<file path="src/rtl/assert_macros.svh">
// Assertion macros shared by the ring log offset manager RTL.
// No dependencies; included by the modules that carry assertions.
`ifndef ASSERT_MACROS_SVH
`define ASSERT_MACROS_SVH

// same-cycle implication
`define ASSERT_IMPL(lbl, clk, rst, ante, cons) \
   lbl: assert property (@(posedge clk) disable iff (rst) (ante) |-> (cons)) \
      else $error("assertion failed");

// next-cycle implication
`define ASSERT_NEXT(lbl, clk, rst, ante, cons) \
   lbl: assert property (@(posedge clk) disable iff (rst) (ante) |=> (cons)) \
      else $error("assertion failed");

`endif

</file>
<file path="src/rtl/frlo_pkg.sv">
// Package for the ring log offset manager: widths, codes, types, helpers.
// No dependencies; imported by every module of the block.
`default_nettype none

package frlo_pkg;

   // record size must be a power of two
   localparam int unsigned RECORD_BYTES = 32;
   localparam int unsigned REC_LOG2     = $clog2(RECORD_BYTES);

   localparam int unsigned POS_W      = 32;
   localparam int unsigned UNIT_W     = 25;
   localparam int unsigned BACK_W     = 27;
   localparam int unsigned STORE_W    = 28;
   localparam int unsigned CNT_W      = 32;
   localparam int unsigned CSR_IDX_W  = 2;
   localparam int unsigned CSR_DATA_W = 32;
   localparam int unsigned WIDE_W     = POS_W + 1;
   localparam int unsigned NEED_W     = STORE_W + REC_LOG2;
   localparam int unsigned CMP_W      = (NEED_W > WIDE_W) ? NEED_W : WIDE_W;
   localparam int unsigned DIV_CNT_W  = $clog2(POS_W);

   localparam logic [POS_W-1:0]   REC_MASK     = ~(POS_W'(RECORD_BYTES - 1));
   localparam logic [WIDE_W-1:0]  REC_WIDE     = WIDE_W'(RECORD_BYTES);
   localparam logic [POS_W-1:0]   REGION_RESET = POS_W'(1048576);
   localparam logic [UNIT_W-1:0]  UNIT_RESET   = UNIT_W'(4096);
   localparam logic [STORE_W-1:0] STORE_MAX    = '1;

   localparam logic [CSR_IDX_W-1:0] CSR_REGION = 2'd0;
   localparam logic [CSR_IDX_W-1:0] CSR_UNIT   = 2'd1;

   localparam logic CMD_ALLOC  = 1'b0;
   localparam logic CMD_LOOKUP = 1'b1;

   typedef enum logic [7:0] {
      S_IDLE = 8'b0000_0001,
      S_PREP = 8'b0000_0010,
      S_DIV  = 8'b0000_0100,
      S_SKIP = 8'b0000_1000,
      S_FIT  = 8'b0001_0000,
      S_OUT  = 8'b0010_0000,
      S_LK1  = 8'b0100_0000,
      S_LK2  = 8'b1000_0000
   } state_type;

   typedef struct packed {
      logic              start;
      logic [POS_W-1:0]  dividend;
      logic [UNIT_W-1:0] divisor;
   } div_req_type;

   typedef struct packed {
      logic              done;
      logic [UNIT_W-1:0] remainder;
   } div_rsp_type;

   function automatic logic [STORE_W-1:0] stored_sat(input logic [POS_W-1:0] bytes);
      logic [POS_W-1:0] recs;
      recs = bytes >> REC_LOG2;
      if (recs > POS_W'(STORE_MAX)) begin
         return STORE_MAX;
      end
      return recs[STORE_W-1:0];
   endfunction

endpackage

`default_nettype wire

</file>
<file path="src/rtl/frlo_rem_unit.sv">
// Bit-serial remainder unit: dividend mod divisor, one dividend bit per cycle.
// Depends on frlo_pkg and assert_macros.svh.
`default_nettype none
`include "assert_macros.svh"

module frlo_rem_unit
   import frlo_pkg::*;
(
   input  logic        clock,
   input  logic        reset,
   input  div_req_type div_req,
   output div_rsp_type div_rsp
);

   logic [POS_W-1:0]     dvd_ff, dvd_in;
   logic [UNIT_W:0]      rem_ff, rem_in;
   logic [DIV_CNT_W-1:0] cnt_ff, cnt_in;
   logic                 run_ff, run_in;
   logic                 done_ff, done_in;
   logic [UNIT_W:0]      trial;
   logic [UNIT_W:0]      div_ext;
   logic                 last;

   assign trial   = {rem_ff[UNIT_W-1:0], dvd_ff[POS_W-1]};
   assign div_ext = {1'b0, div_req.divisor};
   assign last    = (cnt_ff == DIV_CNT_W'(POS_W - 1));

   always_comb begin
      dvd_in  = dvd_ff;
      rem_in  = rem_ff;
      cnt_in  = cnt_ff;
      run_in  = run_ff;
      done_in = 1'b0;
      if (div_req.start) begin
         dvd_in = div_req.dividend;
         rem_in = '0;
         cnt_in = '0;
         run_in = 1'b1;
      end else if (run_ff) begin
         dvd_in = dvd_ff << 1;
         rem_in = (trial >= div_ext) ? (trial - div_ext) : trial;
         cnt_in = cnt_ff + DIV_CNT_W'(1);
         if (last) begin
            run_in  = 1'b0;
            done_in = 1'b1;
         end
      end
   end

   always_ff @(posedge clock) begin
      if (reset) begin
         run_ff  <= 1'b0;
         done_ff <= 1'b0;
         cnt_ff  <= '0;
      end else begin
         run_ff  <= run_in;
         done_ff <= done_in;
         cnt_ff  <= cnt_in;
      end
      dvd_ff <= dvd_in;
      rem_ff <= rem_in;
   end

   assign div_rsp.done      = done_ff;
   assign div_rsp.remainder = rem_ff[UNIT_W-1:0];

   `ASSERT_IMPL(a_start_when_free, clock, reset, div_req.start, !run_ff)
   `ASSERT_NEXT(a_done_after_last, clock, reset, run_ff && last && !div_req.start, done_ff)
   `ASSERT_IMPL(a_rem_below_div, clock, reset, done_ff && (div_req.divisor != '0), rem_ff < div_ext)

endmodule

`default_nettype wire

</file>
<file path="src/rtl/flash_ring_log_offset_manager_unit.sv">
// Top level of the ring log offset manager: command sequencer and state.
// Depends on frlo_pkg, frlo_rem_unit and assert_macros.svh.
//
//  channel  | ports                                  | handshake
//  request  | start, busy, req_command, req_back_index | start & !busy
//  response | rsp_valid, rsp_*                       | one-cycle strobe
//  config   | csr_valid, csr_ready, csr_index, csr_wdata | valid & ready
//
// Allocate passes through prep, the bit-serial sector remainder (32 steps), the
// skip check, a fit step when the record skips to the next sector, and output.
// Allocate with erase unit zero goes from prep straight to output. Lookup: prep, then two lookup states.
// One command at a time; busy is high from accept until the result strobe.
// Reset is synchronous; the result is registered and cannot be stalled.
`default_nettype none
`include "assert_macros.svh"

module flash_ring_log_offset_manager_unit
   import frlo_pkg::*;
(
   input  logic                  clock,
   input  logic                  reset,
   input  logic                  start,
   output logic                  busy,
   input  logic                  req_command,
   input  logic [BACK_W-1:0]     req_back_index,
   output logic                  rsp_valid,
   output logic [POS_W-1:0]      rsp_byte_offset,
   output logic                  rsp_ok,
   output logic                  rsp_erase_first,
   output logic [STORE_W-1:0]    rsp_stored_count,
   output logic                  rsp_has_wrapped,
   output logic [CNT_W-1:0]      rsp_total_written,
   input  logic                  csr_valid,
   output logic                  csr_ready,
   input  logic [CSR_IDX_W-1:0]  csr_index,
   input  logic [CSR_DATA_W-1:0] csr_wdata
);

   state_type           state_ff, state_in;
   logic                cmd_ff, cmd_in;
   logic [BACK_W-1:0]   back_ff, back_in;
   logic [POS_W-1:0]    region_ff, region_in;
   logic [UNIT_W-1:0]   unit_ff, unit_in;
   logic [POS_W-1:0]    usable_ff, usable_in;
   logic [POS_W-1:0]    wp_ff, wp_in;
   logic                wrap_ff, wrap_in;
   logic [CNT_W-1:0]    cnt_ff, cnt_in;
   logic [POS_W-1:0]    off_ff, off_in;
   logic [WIDE_W-1:0]   end_ff, end_in;
   logic                erase_ff, erase_in;
   logic                hit_ff, hit_in;
   logic [CMP_W-1:0]    need_ff, need_in;
   logic [CMP_W-1:0]    sum_ff, sum_in;

   logic                rsp_valid_ff, rsp_valid_in;
   logic [POS_W-1:0]    rsp_off_ff, rsp_off_in;
   logic                rsp_ok_ff, rsp_ok_in;
   logic                rsp_erase_ff, rsp_erase_in;
   logic [STORE_W-1:0]  rsp_stored_ff, rsp_stored_in;
   logic                rsp_wrap_ff, rsp_wrap_in;
   logic [CNT_W-1:0]    rsp_total_ff, rsp_total_in;

   div_req_type         div_req;
   div_rsp_type         div_rsp;

   logic                wp_over;
   logic [POS_W-1:0]    wp_wrapped;
   logic [WIDE_W-1:0]   unit_end;
   logic                skip_hit;
   logic                end_over;
   logic [WIDE_W-1:0]   adv;
   logic [POS_W-1:0]    wp_next;
   logic [POS_W-1:0]    held;
   logic [NEED_W-1:0]   need_c;
   logic                lk_back;
   logic [CMP_W-1:0]    wp_cmp;
   logic [CMP_W-1:0]    lk_off;

   assign wp_over    = (wp_ff >= usable_ff);
   assign wp_wrapped = wp_over ? '0 : wp_ff;
   assign unit_end   = WIDE_W'(off_ff) - WIDE_W'(div_rsp.remainder) + WIDE_W'(unit_ff);
   assign skip_hit   = (WIDE_W'(off_ff) + REC_WIDE) > end_ff;
   assign end_over   = (end_ff + REC_WIDE) > WIDE_W'(usable_ff);
   assign adv        = WIDE_W'(off_ff) + REC_WIDE;
   assign wp_next    = adv[POS_W] ? '1 : adv[POS_W-1:0];
   assign held       = (wrap_ff ? usable_ff : wp_ff) >> REC_LOG2;
   assign need_c     = (NEED_W'(back_ff) + NEED_W'(1)) << REC_LOG2;
   assign wp_cmp     = CMP_W'(wp_ff);
   assign lk_back    = (need_ff <= wp_cmp);
   assign lk_off     = lk_back ? (wp_cmp - need_ff) : (sum_ff - need_ff);

   assign busy      = (state_ff != S_IDLE);
   assign csr_ready = !busy;

   always_comb begin
      state_in      = state_ff;
      cmd_in        = cmd_ff;
      back_in       = back_ff;
      region_in     = region_ff;
      unit_in       = unit_ff;
      usable_in     = usable_ff;
      wp_in         = wp_ff;
      wrap_in       = wrap_ff;
      cnt_in        = cnt_ff;
      off_in        = off_ff;
      end_in        = end_ff;
      erase_in      = erase_ff;
      hit_in        = hit_ff;
      need_in       = need_ff;
      sum_in        = sum_ff;
      rsp_valid_in  = 1'b0;
      rsp_off_in    = rsp_off_ff;
      rsp_ok_in     = rsp_ok_ff;
      rsp_erase_in  = rsp_erase_ff;
      rsp_stored_in = rsp_stored_ff;
      rsp_wrap_in   = rsp_wrap_ff;
      rsp_total_in  = rsp_total_ff;
      div_req.start    = 1'b0;
      div_req.dividend = wp_wrapped;
      div_req.divisor  = unit_ff;

      case (state_ff)
         S_IDLE: begin
            if (csr_valid) begin
               case (csr_index)
                  CSR_REGION: begin
                     region_in = csr_wdata;
                     usable_in = csr_wdata & REC_MASK;
                     wp_in     = '0;
                     wrap_in   = 1'b0;
                     cnt_in    = '0;
                  end
                  CSR_UNIT: begin
                     unit_in   = csr_wdata[UNIT_W-1:0];
                     usable_in = region_ff & REC_MASK;
                     wp_in     = '0;
                     wrap_in   = 1'b0;
                     cnt_in    = '0;
                  end
                  default: begin
                  end
               endcase
            end
            if (start) begin
               cmd_in   = req_command;
               back_in  = req_back_index;
               state_in = S_PREP;
            end
         end
         S_PREP: begin
            if (cmd_ff == CMD_LOOKUP) begin
               state_in = S_LK1;
            end else begin
               wrap_in  = wrap_ff | wp_over;
               off_in   = wp_wrapped;
               erase_in = 1'b0;
               if (unit_ff == '0) begin
                  state_in = S_OUT;
               end else begin
                  div_req.start = 1'b1;
                  state_in      = S_DIV;
               end
            end
         end
         S_DIV: begin
            if (div_rsp.done) begin
               end_in   = unit_end;
               erase_in = (div_rsp.remainder == '0);
               state_in = S_SKIP;
            end
         end
         S_SKIP: begin
            state_in = skip_hit ? S_FIT : S_OUT;
         end
         S_FIT: begin
            erase_in = 1'b1;
            if (end_over) begin
               off_in  = '0;
               wrap_in = 1'b1;
            end else begin
               off_in = end_ff[POS_W-1:0];
            end
            state_in = S_OUT;
         end
         S_OUT: begin
            wp_in         = wp_next;
            cnt_in        = cnt_ff + CNT_W'(1);
            rsp_valid_in  = 1'b1;
            rsp_off_in    = off_ff;
            rsp_ok_in     = 1'b1;
            rsp_erase_in  = erase_ff;
            rsp_stored_in = stored_sat(wrap_ff ? usable_ff : wp_next);
            rsp_wrap_in   = wrap_ff;
            rsp_total_in  = cnt_ff + CNT_W'(1);
            state_in      = S_IDLE;
         end
         S_LK1: begin
            hit_in   = (POS_W'(back_ff) < held);
            need_in  = CMP_W'(need_c);
            sum_in   = CMP_W'(wp_ff) + CMP_W'(usable_ff);
            state_in = S_LK2;
         end
         S_LK2: begin
            rsp_valid_in  = 1'b1;
            rsp_ok_in     = hit_ff && (lk_back || wrap_ff);
            rsp_off_in    = (hit_ff && (lk_back || wrap_ff)) ? lk_off[POS_W-1:0] : '0;
            rsp_erase_in  = 1'b0;
            rsp_stored_in = stored_sat(wrap_ff ? usable_ff : wp_ff);
            rsp_wrap_in   = wrap_ff;
            rsp_total_in  = cnt_ff;
            state_in      = S_IDLE;
         end
         default: begin
            state_in = S_IDLE;
         end
      endcase
   end

   always_ff @(posedge clock) begin
      if (reset) begin
         state_ff     <= S_IDLE;
         region_ff    <= REGION_RESET;
         unit_ff      <= UNIT_RESET;
         usable_ff    <= REGION_RESET & REC_MASK;
         wp_ff        <= '0;
         wrap_ff      <= 1'b0;
         cnt_ff       <= '0;
         rsp_valid_ff <= 1'b0;
      end else begin
         state_ff     <= state_in;
         region_ff    <= region_in;
         unit_ff      <= unit_in;
         usable_ff    <= usable_in;
         wp_ff        <= wp_in;
         wrap_ff      <= wrap_in;
         cnt_ff       <= cnt_in;
         rsp_valid_ff <= rsp_valid_in;
      end
      cmd_ff        <= cmd_in;
      back_ff       <= back_in;
      off_ff        <= off_in;
      end_ff        <= end_in;
      erase_ff      <= erase_in;
      hit_ff        <= hit_in;
      need_ff       <= need_in;
      sum_ff        <= sum_in;
      rsp_off_ff    <= rsp_off_in;
      rsp_ok_ff     <= rsp_ok_in;
      rsp_erase_ff  <= rsp_erase_in;
      rsp_stored_ff <= rsp_stored_in;
      rsp_wrap_ff   <= rsp_wrap_in;
      rsp_total_ff  <= rsp_total_in;
   end

   frlo_rem_unit u_rem (
      .clock   (clock),
      .reset   (reset),
      .div_req (div_req),
      .div_rsp (div_rsp)
   );

   assign rsp_valid         = rsp_valid_ff;
   assign rsp_byte_offset   = rsp_off_ff;
   assign rsp_ok            = rsp_ok_ff;
   assign rsp_erase_first   = rsp_erase_ff;
   assign rsp_stored_count  = rsp_stored_ff;
   assign rsp_has_wrapped   = rsp_wrap_ff;
   assign rsp_total_written = rsp_total_ff;

   `ASSERT_NEXT(a_rsp_from_final, clock, reset, state_ff == S_OUT || state_ff == S_LK2, rsp_valid_ff)
   `ASSERT_IMPL(a_miss_zero, clock, reset, rsp_valid_ff && !rsp_ok_ff, rsp_byte_offset == '0)
   `ASSERT_IMPL(a_erase_alloc, clock, reset, rsp_valid_ff && rsp_erase_ff, rsp_ok_ff)
   `ASSERT_IMPL(a_div_only_alloc, clock, reset, state_ff == S_DIV, cmd_ff == CMD_ALLOC && unit_ff != '0)

endmodule

`default_nettype wire
</file>
<file path="config.mk">
export PLATFORM = sky130hd
export DESIGN_NAME = flash_ring_log_offset_manager_unit
export DESIGN_NICKNAME = d
export VERILOG_FILES = /design/src/rtl/frlo_pkg.sv /design/src/rtl/frlo_rem_unit.sv /design/src/rtl/flash_ring_log_offset_manager_unit.sv
export VERILOG_INCLUDE_DIRS = /design/src /design/src/rtl
export SDC_FILE = /design/constraint.sdc
export NUM_CORES = 1
export LEC_CHECK = 0
export BUFFER_PORTS_ARGS = -buffer_cell sky130_fd_sc_hd__buf_2
export CAP_MARGIN = 10
export CORE_MARGIN = 10
export CORE_UTILIZATION = 50
export CTS_CLUSTER_DIAMETER = 50
export DETAILED_ROUTE_END_ITERATION = 16
export PLACE_DENSITY = 0.64
export SLEW_MARGIN = 0
export SYNTH_ARGS = -nofsm -noshare
export SYNTH_HDL_FRONTEND = slang
export SYNTH_HIERARCHICAL = 1
export SYNTH_SLANG_ARGS = --single-unit
</file>
<file path="constraint.sdc">
create_clock -name clock -period 7.3 [get_ports clock]
set_clock_uncertainty 0.15 [all_clocks]
set_input_delay 1.46 -clock clock [delete_from_list [all_inputs] [get_ports clock]]
set_output_delay 1.46 -clock clock [all_outputs]
set_load 0.01 [all_outputs]
</file>
==> out/qor.csv <==
metric;value;unit
status;complete, no violations;
path_clk_slew;0.06;ns
rows;89;
grt_start_max_net_pins;73;
yosys-top-cells-count;nor2_1 (319), inv_1 (302), edfxtp_1 (281);
num-fill-cells;5282;
avgSynthCellArea;9.36;µm²
gp_congestion;0.976;
worstPathRequired;7.48;ns
fin_crit;6.63;ns
grt_pass1_wl;146000;µm
grt_pass1_vias;24100;
drive_above_1_share;11.2;%
start_util;50.7;%
final_cells;4171;
dpl.hpwl;74900;µm
drc;0;
slew_violations;0;
clkLatencyLatePin;0.61;ns
ys.flop_type;edfxtp_1;
ioPinCount;164;
p_leak;0.0138;µW
synth_top_area_share;28.1;%
synth_top_cell_by_area;edfxtp_1;
ys_top_cells_by_area;edfxtp_1 (28%), dfxtp_1 (12%), ha_1 (11%);
overflow;0;
cts_tree;built;
post_drt_via_cell_ratio;5.95;
n_antenna_cell;0;
drtIter0Drc;2239;
syn-cell-area;30000;µm²
syn_inst;3207;
cp.arrival;6.81;ns
syn2layout_area_growth;12.6;%
max_freq;0.151;GHz
fp.coreArea;59200;µm²
clockBufferDepth;3;
hp-class;reg2reg;
wl;97300;µm
nNetsFinal;3699;
r2r_slack;0.67;ns
dp_cells;4047;
post_cts_buffers;0;
synth_seq_cells;466;
finalSetupViolCount;0;
rsz0062_at_grt;false;
cts-resized-gates;0;
crit_type;reg2reg;
clock-root-buffer;clkbuf_16;
start_kind;flip-flop;
critPathMaxFanout;39;
routedWlPerCell;23.3;µm
seq_area_frac_synth;40.5;%
fp.dieH;265;µm
synthArstFlopShare;0;%
cts_sinks;466;
ctsHtreeMaxLevel;3;
die_area;70200;µm²
hold_buffers;0;
yosysMostFrequentCell;nor2_1;
yosysWarnings;6;
drt-pass1-iter-count;6;
cap_violations;0;
grtUsageTotal;26.9;%
hold_viol;0;
post-route-util;57.0;%
final.setup.tns;0;ns
die_x;265;µm
numCtsBuffers;67;
vias;24800;
irDropWorstVdd;0.188;mV
ant_nets;0;
power_density;267;nW/µm²
synth_nets;3563;
slew_headroom;15.5;%
period_share;90.9;%
portBuffers;162;
tightest_slew;1.26;ns
endpoint_kind;flip-flop;
yosysUniqueCellTypes;90;
synth_edf_count;281;
antenna_found_initial;3;
==> power by group <==
group	leakage, µW	total [µW]	switching, µW	internal, µW
combinational	0.00868	2520	1460	1070
clock	0.00111	3320	1290	2030
sequential	0.00400	3190	213	2980
total	0.0138	9030	2960	6070
==> placed cells by master (no fill, tap or decap), types with 79 or more instances in the layout <==
cell type  instances
ha_1             262
dfxtp_1          183
o21ai_0          113
nand3_1           79
edfxtp_1         281
nand2_1          269
mux2i_1           99
buf_2            161
a21oi_1          226
xnor2_1          150
nor2_1           315
inv_1            301
==> area by class of cell <==
type	instances	area, µm²	share of cell area (%)
inverter	303	1140	3.37
tap	773	967	2.86
clock buffer	83	1790	5.30
multi-input combinational	2318	16300	48.2
sequential	466	12100	35.9
clock inverter	41	472	1.40
timing repair buffer	187	1000	2.96
==> per-stage QoR <==
step	worst slack (ns)	hold slack, ns	power (µW)	cell area, µm²
floorplan	2.04	0.256	5100	30000
global placement	0.921	0.287	5650	31500
detailed placement	0.873	0.295	5700	31500
CTS	0.813	0.303	9040	33800
global route	0.263	0.317	9490	33800
finish	0.667	0.301	9030	33800
==> metal layers <==
metal	global-route usage (%)	wire length (µm)	share of wire (%)	vias to the layer above
met3	4.99	7700	7.9	162
li1	-	-	-	11700
met4	9.77	3230	3.3	0
met1	35.5	41900	43	12000
met5	0	0	0	-
met2	43.4	44500	46	944
==> logic make-up after synthesis <==
| kind of cell | share of synthesized area [%] |
|---|---|
| buffers and inverters | 5.47 |
| xor gates and xnor gates | 5.84 |
| AOI/OAI and AO/OA | 15.3 |
| and+or+nand+nor | 15.6 |
| muxes | 4.52 |
| DFF | 40.5 |
| other | 0.0125 |
| adders and majority gates | 12.8 |
==> critical path, stage by stage (launching register included) <==
cell,delay [ns]
dfxtp_1,0.43
inv_1,0.17
ha_1,0.34
a21o_1,0.16
a21o_1,0.18
a2111oi_0,0.74
nor3_1,0.17
nor4_1,0.99
nor2_4,0.27
buf_4,0.38
nand2_1,0.11
o21ai_0,0.09
ha_1,0.35
a21oi_1,0.19
o21ai_0,0.12
and3_1,0.23
nor4_1,0.25
a21oi_1,0.19
a211oi_1,0.46
a21oi_1,0.15
xnor2_1,0.17
o22ai_1,0.08
==> sequential cells by signal (all words and copies together) (netlist names), 8 cells and up <==
name               cells
state_ff               8
cnt_ff                32
off_ff                32
unit_ff               25
rsp_stored_count      27
back_ff               27
end_ff                33
usable_ff             27
rsp_total_written     32
region_ff             27
need_ff               28
wp_ff                 32
rsp_byte_offset       32
u_rem/rem_ff          25
sum_ff                32
u_rem/dvd_ff          32
==> path summary, 6_finish.rpt <==
path / from / to / cells past startpoint
setup reg to reg: wp_ff[6] / rsp_byte_offset[30] / 21
hold / removal: region_ff[31] / region_ff[31] / 2
hold reg to reg: region_ff[31] / region_ff[31] / 2
setup / recovery: wp_ff[6] / rsp_byte_offset[30] / 21
Note: power is estimated with default switching activity, not from simulation.
